**src/rtl/core/tps_pkg.sv**
```systemverilog
`default_nettype none

package tps_pkg;

  // Sample and result widths fixed by the channel definitions.
  localparam int SAMPLE_W = 16;
  localparam int VAR_W    = 32;
  localparam int DEV_W    = 16;

endpackage

`default_nettype wire

```
**src/rtl/core/tps_if.sv**
```systemverilog
`default_nettype none

interface tps_in_if
  import tps_pkg::*;
();
  logic                valid;
  logic                ready;
  logic [SAMPLE_W-1:0] sample;
  logic                last;

  modport source (output valid, output sample, output last, input ready);
  modport sink   (input valid, input sample, input last, output ready);
endinterface

interface tps_out_if
  import tps_pkg::*;
();
  logic                valid;
  logic                ready;
  logic [SAMPLE_W-1:0] mean;
  logic [VAR_W-1:0]    variance;
  logic [DEV_W-1:0]    deviation;
  logic [SAMPLE_W-1:0] minimum;
  logic [SAMPLE_W-1:0] maximum;
  logic [SAMPLE_W-1:0] median;

  modport source (output valid, output mean, output variance, output deviation,
                  output minimum, output maximum, output median, input ready);
  modport sink   (input valid, input mean, input variance, input deviation,
                  input minimum, input maximum, input median, output ready);
endinterface

`default_nettype wire

```
**src/rtl/core/tps_divider.sv**
```systemverilog
`default_nettype none

// Restoring divider, one quotient bit per cycle.
module tps_divider
  import tps_pkg::*;
#(
  parameter int N_W = 43,
  parameter int D_W = 11
) (
  input  logic           clk,
  input  logic           rst_n,
  input  logic           start,
  input  logic [N_W-1:0] num,
  input  logic [D_W-1:0] den,
  output logic           done,
  output logic [N_W-1:0] quo
);

  localparam int CW = $clog2(N_W + 1);

  logic [N_W-1:0] quo_r;
  logic [D_W-1:0] rem_r;
  logic [D_W-1:0] den_r;
  logic [CW-1:0]  cnt_r;
  logic           busy_r;
  logic           done_r;
  logic [D_W:0]   trial;
  logic [D_W:0]   diff;
  logic           ge;

  assign trial = {rem_r, quo_r[N_W-1]};
  assign ge    = trial >= {1'b0, den_r};
  assign diff  = trial - {1'b0, den_r};

  always_ff @(posedge clk) begin
    if (!rst_n) begin
      busy_r <= 1'b0;
      done_r <= 1'b0;
      cnt_r  <= '0;
    end else begin
      done_r <= 1'b0;
      if (start) begin
        busy_r <= 1'b1;
        cnt_r  <= CW'(N_W);
      end else if (busy_r) begin
        cnt_r <= cnt_r - CW'(1);
        if (cnt_r == CW'(1)) begin
          busy_r <= 1'b0;
          done_r <= 1'b1;
        end
      end
    end
  end

  always_ff @(posedge clk) begin
    if (start) begin
      quo_r <= num;
      rem_r <= '0;
      den_r <= den;
    end else if (busy_r) begin
      quo_r <= {quo_r[N_W-2:0], ge};
      rem_r <= ge ? diff[D_W-1:0] : trial[D_W-1:0];
    end
  end

  assign done = done_r;
  assign quo  = quo_r;

endmodule

`default_nettype wire

```
**src/rtl/core/tps_sqrt.sv**
```systemverilog
`default_nettype none

// Digit-by-digit square root, two radicand bits per cycle, rounded to nearest.
module tps_sqrt
  import tps_pkg::*;
(
  input  logic             clk,
  input  logic             rst_n,
  input  logic             start,
  input  logic [VAR_W-1:0] value,
  output logic             done,
  output logic [DEV_W-1:0] root
);

  localparam int STEPS = VAR_W / 2;
  localparam int CW    = $clog2(STEPS + 1);
  localparam int W     = VAR_W + 1;

  logic [W-1:0]  v_r;
  logic [W-1:0]  r_r;
  logic [W-1:0]  b_r;
  logic [CW-1:0] cnt_r;
  logic          busy_r;
  logic          fin_r;
  logic          done_r;
  logic [DEV_W-1:0] root_r;
  logic [W-1:0]  rb;

  assign rb = r_r + b_r;

  always_ff @(posedge clk) begin
    if (!rst_n) begin
      busy_r <= 1'b0;
      fin_r  <= 1'b0;
      done_r <= 1'b0;
      cnt_r  <= '0;
    end else begin
      done_r <= fin_r;
      fin_r  <= 1'b0;
      if (start) begin
        busy_r <= 1'b1;
        cnt_r  <= CW'(STEPS);
      end else if (busy_r) begin
        cnt_r <= cnt_r - CW'(1);
        if (cnt_r == CW'(1)) begin
          busy_r <= 1'b0;
          fin_r  <= 1'b1;
        end
      end
    end
  end

  always_ff @(posedge clk) begin
    if (start) begin
      v_r <= W'(value);
      r_r <= '0;
      b_r <= W'(1) << (VAR_W - 2);
    end else if (busy_r) begin
      if (v_r >= rb) begin
        v_r <= v_r - rb;
        r_r <= (r_r >> 1) + b_r;
      end else begin
        r_r <= r_r >> 1;
      end
      b_r <= b_r >> 2;
    end
    if (fin_r) begin
      root_r <= (v_r > r_r) ? DEV_W'(r_r + W'(1)) : DEV_W'(r_r);
    end
  end

  assign done = done_r;
  assign root = root_r;

endmodule

`default_nettype wire

```
**src/rtl/core/temporal_pixel_statistics.sv**
```systemverilog
`default_nettype none

// Channel  Direction  Transaction contents
// in_if    sink       sample (16 bits, zero means missing), last (closes the set)
// out_if   source     mean, variance, deviation, minimum, maximum, median
//
// Samples are taken one per cycle while the block is loading. The transaction with
// last set starts the evaluation, during which in_if.ready is low. The evaluation
// is serial: one shared divider serves the mean and the variance, the sample memory
// has a single read port, and the median comes from a rank search for N > 2 stored
// samples, or from the sum of the samples for one or two.
// Reset is synchronous and active low; the sample memory is not cleared.
// A result waiting on out_if does not stop the next set from loading.
module temporal_pixel_statistics
  import tps_pkg::*;
#(
  parameter int MAX_FRAMES = 16
) (
  input  logic      clk,
  input  logic      rst_n,
  tps_in_if.sink    in_if,
  tps_out_if.source out_if
);

  localparam int CNT_W  = $clog2(MAX_FRAMES + 1);
  localparam int ADDR_W = (MAX_FRAMES > 1) ? $clog2(MAX_FRAMES) : 1;
  localparam int SUM_W  = SAMPLE_W + CNT_W;
  localparam int Q_W    = 2 * SAMPLE_W + CNT_W;
  localparam int NUM_W  = 2 * SUM_W;
  localparam int DEN_W  = 2 * CNT_W;
  localparam int DIV_NW = NUM_W + 1;
  localparam int DIV_DW = DEN_W + 1;

  typedef enum logic [14:0] {
    ST_LOAD   = 15'b000000000000001,
    ST_MEAN   = 15'b000000000000010,
    ST_MEAN_W = 15'b000000000000100,
    ST_SQ     = 15'b000000000001000,
    ST_MUL    = 15'b000000000010000,
    ST_SUB    = 15'b000000000100000,
    ST_VAR    = 15'b000000001000000,
    ST_VAR_W  = 15'b000000010000000,
    ST_SQRT_W = 15'b000000100000000,
    ST_MCAND  = 15'b000001000000000,
    ST_MCWAIT = 15'b000010000000000,
    ST_MSWEEP = 15'b000100000000000,
    ST_M2     = 15'b001000000000000,
    ST_EMIT   = 15'b010000000000000,
    ST_SQRT   = 15'b100000000000000
  } state_t;

  state_t state_r;

  // Running statistics of the set being loaded.
  logic [CNT_W-1:0]    cnt_r;
  logic [CNT_W-1:0]    nz_r;
  logic [SUM_W-1:0]    sum_r;
  logic [SAMPLE_W-1:0] min_r;
  logic [SAMPLE_W-1:0] max_r;

  // Sweep control.
  logic [CNT_W-1:0] j_r;
  logic [CNT_W-1:0] i_r;
  logic             pend_r;
  logic             sqv_r;
  logic [CNT_W-1:0] lt_r;
  logic [CNT_W-1:0] eq_r;

  // Working results.
  logic [SAMPLE_W-1:0]   mean_r;
  logic [2*SAMPLE_W-1:0] sq_r;
  logic [Q_W-1:0]        q_r;
  logic [NUM_W-1:0]      cq_r;
  logic [NUM_W-1:0]      ss_r;
  logic [NUM_W-1:0]      num_r;
  logic [DEN_W-1:0]      den_r;
  logic [VAR_W-1:0]      var_r;
  logic [DEV_W-1:0]      dev_r;
  logic [SAMPLE_W-1:0]   cand_r;
  logic [SAMPLE_W:0]     msum_r;
  logic [SAMPLE_W-1:0]   med_r;

  // Output register.
  logic                out_valid_r;
  logic [SAMPLE_W-1:0] o_mean_r;
  logic [VAR_W-1:0]    o_var_r;
  logic [DEV_W-1:0]    o_dev_r;
  logic [SAMPLE_W-1:0] o_min_r;
  logic [SAMPLE_W-1:0] o_max_r;
  logic [SAMPLE_W-1:0] o_med_r;

  // Sample memory: one write port, one registered read port.
  logic [SAMPLE_W-1:0] mem [MAX_FRAMES];
  logic [SAMPLE_W-1:0] mem_q;
  logic [ADDR_W-1:0]   rd_addr;

  logic                accept;
  logic                room;
  logic                issue;
  logic                sweep_end;
  logic [SAMPLE_W-1:0] rv;
  logic [CNT_W:0]      half_w;
  logic [CNT_W-1:0]    k_w;
  logic                found;
  logic                emit_go;
  logic [SAMPLE_W:0]   mrnd;

  logic              div_start;
  logic [DIV_NW-1:0] div_num;
  logic [DIV_DW-1:0] div_den;
  logic              div_done;
  logic [DIV_NW-1:0] div_quo;
  logic              sq_start;
  logic              sq_done;
  logic [DEV_W-1:0]  sq_root;

  assign in_if.ready = (state_r == ST_LOAD);
  assign accept      = in_if.valid && in_if.ready;
  assign room        = cnt_r < CNT_W'(MAX_FRAMES);

  // A sweep issues one read per cycle; the data come back in the following cycle.
  assign issue     = j_r < cnt_r;
  assign sweep_end = (j_r == cnt_r) && !pend_r;
  assign rd_addr   = (state_r == ST_MCAND) ? i_r[ADDR_W-1:0] : j_r[ADDR_W-1:0];

  // Missing samples take the rounded mean for the median.
  assign rv = (mem_q == '0) ? mean_r : mem_q;

  // The median sits at index min(N-1, ceil(N/2)) of the sorted samples; a
  // candidate holds it when no more than that many lie below it and enough equal it.
  assign half_w = ({1'b0, cnt_r} + (CNT_W + 1)'(1)) >> 1;
  assign k_w    = (half_w >= {1'b0, cnt_r}) ? cnt_r - CNT_W'(1) : half_w[CNT_W-1:0];
  assign found  = (lt_r <= k_w) && ({1'b0, k_w} < ({1'b0, lt_r} + {1'b0, eq_r}));
  assign mrnd   = msum_r + (SAMPLE_W + 1)'(1);

  assign emit_go = (state_r == ST_EMIT) && (!out_valid_r || out_if.ready);

  // The divider serves both the rounded mean and the rounded variance.
  assign div_start = (state_r == ST_MEAN && nz_r != '0) || (state_r == ST_VAR);
  always_comb begin
    if (state_r == ST_VAR) begin
      div_num = {num_r, 1'b0} + DIV_NW'(den_r);
      div_den = {den_r, 1'b0};
    end else begin
      div_num = DIV_NW'({sum_r, 1'b0}) + DIV_NW'(nz_r);
      div_den = DIV_DW'({nz_r, 1'b0});
    end
  end
  assign sq_start = (state_r == ST_SQRT);

  tps_divider #(
    .N_W (DIV_NW),
    .D_W (DIV_DW)
  ) u_div (
    .clk   (clk),
    .rst_n (rst_n),
    .start (div_start),
    .num   (div_num),
    .den   (div_den),
    .done  (div_done),
    .quo   (div_quo)
  );

  tps_sqrt u_sqrt (
    .clk   (clk),
    .rst_n (rst_n),
    .start (sq_start),
    .value (var_r),
    .done  (sq_done),
    .root  (sq_root)
  );

  always_ff @(posedge clk) begin
    if (accept && room) begin
      mem[cnt_r[ADDR_W-1:0]] <= in_if.sample;
    end
    mem_q <= mem[rd_addr];
  end

  // Control: state, running statistics and sweep counters.
  always_ff @(posedge clk) begin
    if (!rst_n) begin
      state_r     <= ST_LOAD;
      cnt_r       <= '0;
      nz_r        <= '0;
      sum_r       <= '0;
      min_r       <= '1;
      max_r       <= '0;
      j_r         <= '0;
      i_r         <= '0;
      pend_r      <= 1'b0;
      sqv_r       <= 1'b0;
      lt_r        <= '0;
      eq_r        <= '0;
      out_valid_r <= 1'b0;
    end else begin
      if (emit_go) begin
        out_valid_r <= 1'b1;
      end else if (out_if.ready) begin
        out_valid_r <= 1'b0;
      end

      case (state_r)
        ST_LOAD: begin
          if (accept) begin
            if (room) begin
              cnt_r <= cnt_r + CNT_W'(1);
              if (in_if.sample != '0) begin
                nz_r  <= nz_r + CNT_W'(1);
                sum_r <= sum_r + SUM_W'(in_if.sample);
                if (in_if.sample < min_r) min_r <= in_if.sample;
                if (in_if.sample > max_r) max_r <= in_if.sample;
              end
            end
            if (in_if.last) state_r <= ST_MEAN;
          end
        end
        ST_MEAN: begin
          state_r <= (nz_r == '0) ? ST_EMIT : ST_MEAN_W;
        end
        ST_MEAN_W: begin
          if (div_done) begin
            state_r <= ST_SQ;
            j_r     <= '0;
            pend_r  <= 1'b0;
            sqv_r   <= 1'b0;
          end
        end
        ST_SQ: begin
          if (issue) j_r <= j_r + CNT_W'(1);
          pend_r <= issue;
          sqv_r  <= pend_r;
          if (sweep_end && !sqv_r) state_r <= ST_MUL;
        end
        ST_MUL:    state_r <= ST_SUB;
        ST_SUB:    state_r <= ST_VAR;
        ST_VAR:    state_r <= ST_VAR_W;
        ST_VAR_W: begin
          if (div_done) state_r <= ST_SQRT;
        end
        ST_SQRT:   state_r <= ST_SQRT_W;
        ST_SQRT_W: begin
          if (sq_done) begin
            j_r    <= '0;
            i_r    <= '0;
            pend_r <= 1'b0;
            state_r <= (cnt_r > CNT_W'(2)) ? ST_MCAND : ST_M2;
          end
        end
        ST_MCAND:  state_r <= ST_MCWAIT;
        ST_MCWAIT: begin
          j_r     <= '0;
          lt_r    <= '0;
          eq_r    <= '0;
          pend_r  <= 1'b0;
          state_r <= ST_MSWEEP;
        end
        ST_MSWEEP: begin
          if (issue) j_r <= j_r + CNT_W'(1);
          pend_r <= issue;
          if (pend_r) begin
            if (rv < cand_r)  lt_r <= lt_r + CNT_W'(1);
            if (rv == cand_r) eq_r <= eq_r + CNT_W'(1);
          end
          if (sweep_end) begin
            if (found) begin
              state_r <= ST_EMIT;
            end else begin
              i_r     <= i_r + CNT_W'(1);
              state_r <= ST_MCAND;
            end
          end
        end
        ST_M2: begin
          if (issue) j_r <= j_r + CNT_W'(1);
          pend_r <= issue;
          if (sweep_end) state_r <= ST_EMIT;
        end
        ST_EMIT: begin
          if (emit_go) begin
            cnt_r   <= '0;
            nz_r    <= '0;
            sum_r   <= '0;
            min_r   <= '1;
            max_r   <= '0;
            state_r <= ST_LOAD;
          end
        end
        default: state_r <= ST_LOAD;
      endcase
    end
  end

  // Datapath registers.
  always_ff @(posedge clk) begin
    case (state_r)
      ST_MEAN: begin
        if (nz_r == '0) begin
          mean_r <= '0;
          var_r  <= '0;
          dev_r  <= '0;
          med_r  <= '0;
        end
        q_r <= '0;
      end
      ST_MEAN_W: begin
        if (div_done) mean_r <= div_quo[SAMPLE_W-1:0];
      end
      ST_SQ: begin
        sq_r <= (2 * SAMPLE_W)'(mem_q) * (2 * SAMPLE_W)'(mem_q);
        if (sqv_r) q_r <= q_r + Q_W'(sq_r);
      end
      ST_MUL: begin
        cq_r <= NUM_W'(nz_r) * NUM_W'(q_r);
        ss_r <= NUM_W'(sum_r) * NUM_W'(sum_r);
      end
      ST_SUB: begin
        num_r <= cq_r - ss_r;
        den_r <= DEN_W'(nz_r) * DEN_W'(cnt_r);
      end
      ST_VAR_W: begin
        if (div_done) var_r <= div_quo[VAR_W-1:0];
      end
      ST_SQRT_W: begin
        if (sq_done) dev_r <= sq_root;
        msum_r <= '0;
      end
      ST_MCWAIT: cand_r <= rv;
      ST_MSWEEP: begin
        if (sweep_end && found) med_r <= cand_r;
      end
      ST_M2: begin
        if (pend_r) msum_r <= msum_r + (SAMPLE_W + 1)'(rv);
        if (sweep_end) begin
          med_r <= (cnt_r == CNT_W'(1)) ? msum_r[SAMPLE_W-1:0] : mrnd[SAMPLE_W:1];
        end
      end
      default: begin
      end
    endcase

    if (emit_go) begin
      o_mean_r <= mean_r;
      o_var_r  <= var_r;
      o_dev_r  <= dev_r;
      o_min_r  <= (nz_r == '0) ? '0 : min_r;
      o_max_r  <= max_r;
      o_med_r  <= med_r;
    end
  end

  assign out_if.valid     = out_valid_r;
  assign out_if.mean      = o_mean_r;
  assign out_if.variance  = o_var_r;
  assign out_if.deviation = o_dev_r;
  assign out_if.minimum   = o_min_r;
  assign out_if.maximum   = o_max_r;
  assign out_if.median    = o_med_r;

`ifndef SYNTHESIS
  a_count_bound: assert property (@(posedge clk) disable iff (!rst_n)
    (cnt_r <= CNT_W'(MAX_FRAMES)) && (nz_r <= cnt_r))
    else $error("sample counts out of range");

  a_div_done_wait: assert property (@(posedge clk) disable iff (!rst_n)
    div_done |-> (state_r == ST_MEAN_W || state_r == ST_VAR_W))
    else $error("divider finished outside a wait state");

  a_emit_loads: assert property (@(posedge clk) disable iff (!rst_n)
    emit_go |=> (out_valid_r && state_r == ST_LOAD && cnt_r == '0))
    else $error("result not presented after emit");

  a_no_load_while_busy: assert property (@(posedge clk) disable iff (!rst_n)
    (state_r != ST_LOAD) |=> $stable(cnt_r) || ($past(emit_go) && cnt_r == '0))
    else $error("sample count moved during evaluation");
`endif

endmodule

`default_nettype wire
```
**src/flat_wrapper.sv**
```systemverilog
// flat-port wrapper written by rule: the top's interface ports become plain ports
module temporal_pixel_statistics_flat import tps_pkg::*;
#(
  parameter int MAX_FRAMES = 16
)
  (clk, rst_n, in_if_valid, in_if_sample, in_if_last, in_if_ready, out_if_valid, out_if_mean, out_if_variance, out_if_deviation, out_if_minimum, out_if_maximum, out_if_median, out_if_ready);
  tps_in_if in_if_i ();
  tps_out_if out_if_i ();
  input  logic clk;
  input  logic rst_n;
  input wire logic [$bits(in_if_i.valid)-1:0] in_if_valid;
  input wire logic [$bits(in_if_i.sample)-1:0] in_if_sample;
  input wire logic [$bits(in_if_i.last)-1:0] in_if_last;
  output wire logic [$bits(in_if_i.ready)-1:0] in_if_ready;
  output wire logic [$bits(out_if_i.valid)-1:0] out_if_valid;
  output wire logic [$bits(out_if_i.mean)-1:0] out_if_mean;
  output wire logic [$bits(out_if_i.variance)-1:0] out_if_variance;
  output wire logic [$bits(out_if_i.deviation)-1:0] out_if_deviation;
  output wire logic [$bits(out_if_i.minimum)-1:0] out_if_minimum;
  output wire logic [$bits(out_if_i.maximum)-1:0] out_if_maximum;
  output wire logic [$bits(out_if_i.median)-1:0] out_if_median;
  input wire logic [$bits(out_if_i.ready)-1:0] out_if_ready;
  assign in_if_i.valid = in_if_valid;
  assign in_if_i.sample = in_if_sample;
  assign in_if_i.last = in_if_last;
  assign in_if_ready = in_if_i.ready;
  assign out_if_valid = out_if_i.valid;
  assign out_if_mean = out_if_i.mean;
  assign out_if_variance = out_if_i.variance;
  assign out_if_deviation = out_if_i.deviation;
  assign out_if_minimum = out_if_i.minimum;
  assign out_if_maximum = out_if_i.maximum;
  assign out_if_median = out_if_i.median;
  assign out_if_i.ready = out_if_ready;
  temporal_pixel_statistics #(.MAX_FRAMES(MAX_FRAMES)) u_core (.clk(clk), .rst_n(rst_n), .in_if(in_if_i), .out_if(out_if_i));
endmodule
```
**config.mk**
```make
export PLATFORM = sky130hd
export DESIGN_NAME = temporal_pixel_statistics_flat
export DESIGN_NICKNAME = d
export VERILOG_FILES = /design/src/rtl/core/tps_pkg.sv /design/src/rtl/core/tps_if.sv /design/src/rtl/core/tps_divider.sv /design/src/rtl/core/tps_sqrt.sv /design/src/rtl/core/temporal_pixel_statistics.sv /design/src/flat_wrapper.sv
export SDC_FILE = /design/constraint.sdc
export NUM_CORES = 2
export LEC_CHECK = 0
export ABC_AREA = 1
export CORE_MARGIN = 1.5
export CORE_UTILIZATION = 60
export CTS_BUF_LIST = sky130_fd_sc_hd__clkbuf_16
export DETAILED_ROUTE_END_ITERATION = 6
export DONT_BUFFER_PORTS = 1
export PLACE_DENSITY_LB_ADDON = 0.25
export SETUP_SLACK_MARGIN = 0.15
export SYNTH_ARGS = -nofsm -noshare
export SYNTH_HDL_FRONTEND = slang
export SYNTH_SLANG_ARGS = --single-unit
```
**constraint.sdc**
```tcl
create_clock -name clk -period 7.3 [get_ports clk]
set_clock_uncertainty 0.2 [all_clocks]
set_input_delay 0.365 -clock clk [delete_from_list [all_inputs] [get_ports clk]]
set_output_delay 0.365 -clock clk [all_outputs]
set_load 0.01 [all_outputs]
```
==> results.ini <==
[yosys]
synth.cell_area_um2=81200
synth_cell_types=69
avgSynthCellArea_um2=8.39
synth_largest_area_cell=edfxtp_1
synth_cells=9679
yosys_warnings=0
ys_seq_area_share_pct=33.8
synth_ff_type=edfxtp_1
synth_top_area_share_pct=29.0
synth.area.top_cells=edfxtp_1 (29%), fa_1 (15%), ha_1 (9.8%)
async_flop_share_pct=0
synth_edf_count=785
synth_fp_nets=10934
ys_ff_latch=978

[timing]
hold_violations=0
clock.fmax_mhz=144
worst_pin_slew_ns=1.29
fin_crit_ns=6.94
tns_ns=0
drv_slew=0
whs_ns=0.216
rsz0062_at_grt=yes
setup_violations=0
max_slew_margin_pct=13.5
timing.final.crit_share_pct=95.0

[critical_path]
cp.buffers_inverters=4
cp_cell_sequence=nand2_1 -> fa_1 -> inv_1 -> fa_1 -> inv_1 -> fa_1 -> fa_1 -> fa_1 -> fa_1 -> inv_1 -> ha_1 -> nand2_1 -> inv_1 -> nand2_1 -> nor3_1 -> nand4_1 -> nand3_1 -> a21o_1 -> a21oi_1 -> xnor2_1
crit_type=flip-flop to flip-flop
r2r-start=u_core.mem_q[1]
crit_top_cell=fa_1
r2r_cells=20
cp_top_family=adder cells
cp-startpoint=u_core.mem_q[1]
r2r_slack_ns=0.36
slowest_delay_ns=0.95
r2r-end=u_core.sq_r[27]
cp.depth=20
slowest_stage=dfxtp_1
worst_setup_path_end_kind=flip-flop
required_ns=7.52
cp.arrival_ns=7.15
cp_max_fo=18
start_kind=flip-flop

[clock_network]
postCtsSetupRepairBufs=0
cts_max_path_buffers=3
clk_latency_ns=0.78
clk_pin_slew_ns=0.06
cts_buffers=104
tritoncts=built
cts_htree_levels=3
numClockSinks=978
cts_root_buffer=clkbuf_16

[run]
cap_violations=0

[floorplan]
fp.coreArea_um2=134000
die_y_um=371
row_count=134
boundaryPins=135
start_util_pct=60.6
die_x_um=371
die_area_um2=138000

[route]
via_per_inst=5.70
wl_per_cell_um=20.4
drt_wl_total_um=235000
num_vias=65554
dr.first_iter.drc_count=6609
first_pass_iters=7
drc=0
ant_nets=0

[min_path]
whs_path_depth=0
hold_class=flip-flop to flip-flop
hp-start=u_core.med_r[3]
hold-path-endpoint=u_core.out_if.median[3]

[global_routing]
grt_antenna_before_repair=6
grt_overflow=0
grt_pass1_vias=64325
grt_max_degree=257
track_usage_pct=34.4
grt_pass1_wl_um=364000

[finish]
area_delta_synth_final_pct=6.86
fin_nets=10899
layout-drive-gt1-share_pct=3.71
layoutNonFillerInstCount=11507

[placement]
gp_congestion=1.00
hpwlAfterDp_um=183000
place_inst=11284
portBuffers=0

[outcome]
status=completed

## stage by stage
stage | instance area, um2 | worst slack [ns] | utilization (%)
4_1_cts | 86700 | 0.198 | 64.7
2_1_floorplan | 81200 | 0.286 | -
3_5_place_dp | 83100 | 0.235 | 62.0
5_1_grt | 86800 | 0.110 | 64.8
6_report | 86800 | 0.364 | 64.8
3_3_place_gp | 83100 | 0.237 | 62.0
## final cells by class
| cell class | instances | area [um2] |
|---|---|---|
| diodes | 5 | 12.5 |
| clock inverters | 92 | 787 |
| multi-input cells | 6424 | 45100 |
| repair buffers | 126 | 1040 |
| clock buffers | 104 | 2600 |
| flip-flops and latches | 978 | 27500 |
| inverters | 2010 | 7550 |
| well taps | 1768 | 2210 |
| fillers | 11287 | 47200 |
## placed cells by master, fill, tap and decap left out, types with 12 or more instances in the layout
cell	netlist	layout
a21boi_0	21	21
a21o_1	48	48
a21oi_1	604	602
a221oi_1	14	14
a31oi_1	63	62
buf_4	14	100
clkbuf_16	0	104
clkinv_1	3	23
clkinv_2	0	16
clkinvlp_4	0	12
dfxtp_1	193	180
dfxtp_2	0	13
dlygate4sd3_1	0	21
edfxtp_1	785	785
fa_1	599	599
ha_1	635	635
inv_1	2000	2020
nand2_1	1985	1984
nand3_1	491	491
nand3b_1	15	15
nand4_1	81	81
nor2_1	642	640
nor3_1	92	92
nor4_1	41	40
o211ai_1	96	96
o21a_1	25	25
o21ai_0	441	434
o21ai_1	32	38
o21bai_1	45	45
o22ai_1	14	14
or2_2	33	33
xnor2_1	97	97
xor2_1	204	204
## synth_stat cells (4+ instances only)
library cell / n
inv_1: 2000
nand2_1: 1985
edfxtp_1: 785
nor2_1: 642
ha_1: 635
a21oi_1: 604
fa_1: 599
nand3_1: 491
o21ai_0: 441
xor2_1: 204
dfxtp_1: 193
clkbuf_1: 159
xnor2_1: 97
o211ai_1: 96
nor3_1: 92
nand4_1: 81
a31oi_1: 63
buf_2: 57
a21o_1: 48
o21bai_1: 45
nor4_1: 41
or2_2: 33
buf_1: 32
o21ai_1: 32
o21a_1: 25
a21boi_0: 21
nand3b_1: 15
a221oi_1: 14
buf_4: 14
o22ai_1: 14
and3_1: 11
a211oi_1: 10
nor2_2: 10
nand2_2: 7
o221ai_1: 7
inv_2: 6
o31ai_1: 6
nor3b_1: 5
o2111ai_1: 5
a22oi_1: 4
a31o_2: 4
and2_1: 4
buf_6: 4
## flip-flops by register name, indices dropped and copies added, names as in the netlist, 17 cells and up
| register | cells |
|---|---|
| u_core.num_r | 42 |
| u_core.cq_r | 42 |
| u_core.out_if.variance | 32 |
| u_core.u_div.quo | 43 |
| u_core.var_r | 32 |
| u_core.sq_r | 31 |
| u_core.sum_r | 21 |
| u_core.q_r | 37 |
| u_core.ss_r | 41 |
| u_core.mem | 256 |
| u_core.u_sqrt.v_r | 33 |
| u_core.u_sqrt.r_r | 33 |
| u_core.msum_r | 17 |
## logic make-up after synthesis
family | synth area share, %
and+or+nand+nor | 17.6
buffers and inverters | 10.7
AOI/OAI and AO/OA | 10.1
adders and majority gates | 24.6
DFF | 33.8
xor gates and xnor gates | 3.25
muxes | 0.0123
## metal layers
| metal | part of all wire (%) | global-route usage, % |
|---|---|---|
| met1 | 42 | 46.5 |
| met5 | 0.017 | 0 |
| met4 | 4.8 | 15.1 |
| met3 | 7.6 | 4.69 |
| met2 | 46 | 55.4 |
## repair_timing
action | 4_1_cts | 5_1_grt
hold buffers | 22 | 0
resized for setup | 0 | 19
setup endpoints to repair | 0 | 25
endpoints found under the hold margin | 370 | 0
## worst max path at each step
stage                 endpoint  slack, ns
3_3_place_gp   u_core.ss_r[32]       0.24
5_1_grt        u_core.sq_r[27]       0.11
6_report       u_core.sq_r[27]       0.36
3_5_place_dp   u_core.ss_r[25]       0.24
4_1_cts        u_core.ss_r[25]       0.20
2_1_floorplan  u_core.ss_r[25]       0.29
Power is left out: the tool's default activity adds up to more than one toggle a clock period on the data nets, which glitch-free logic cannot reach.
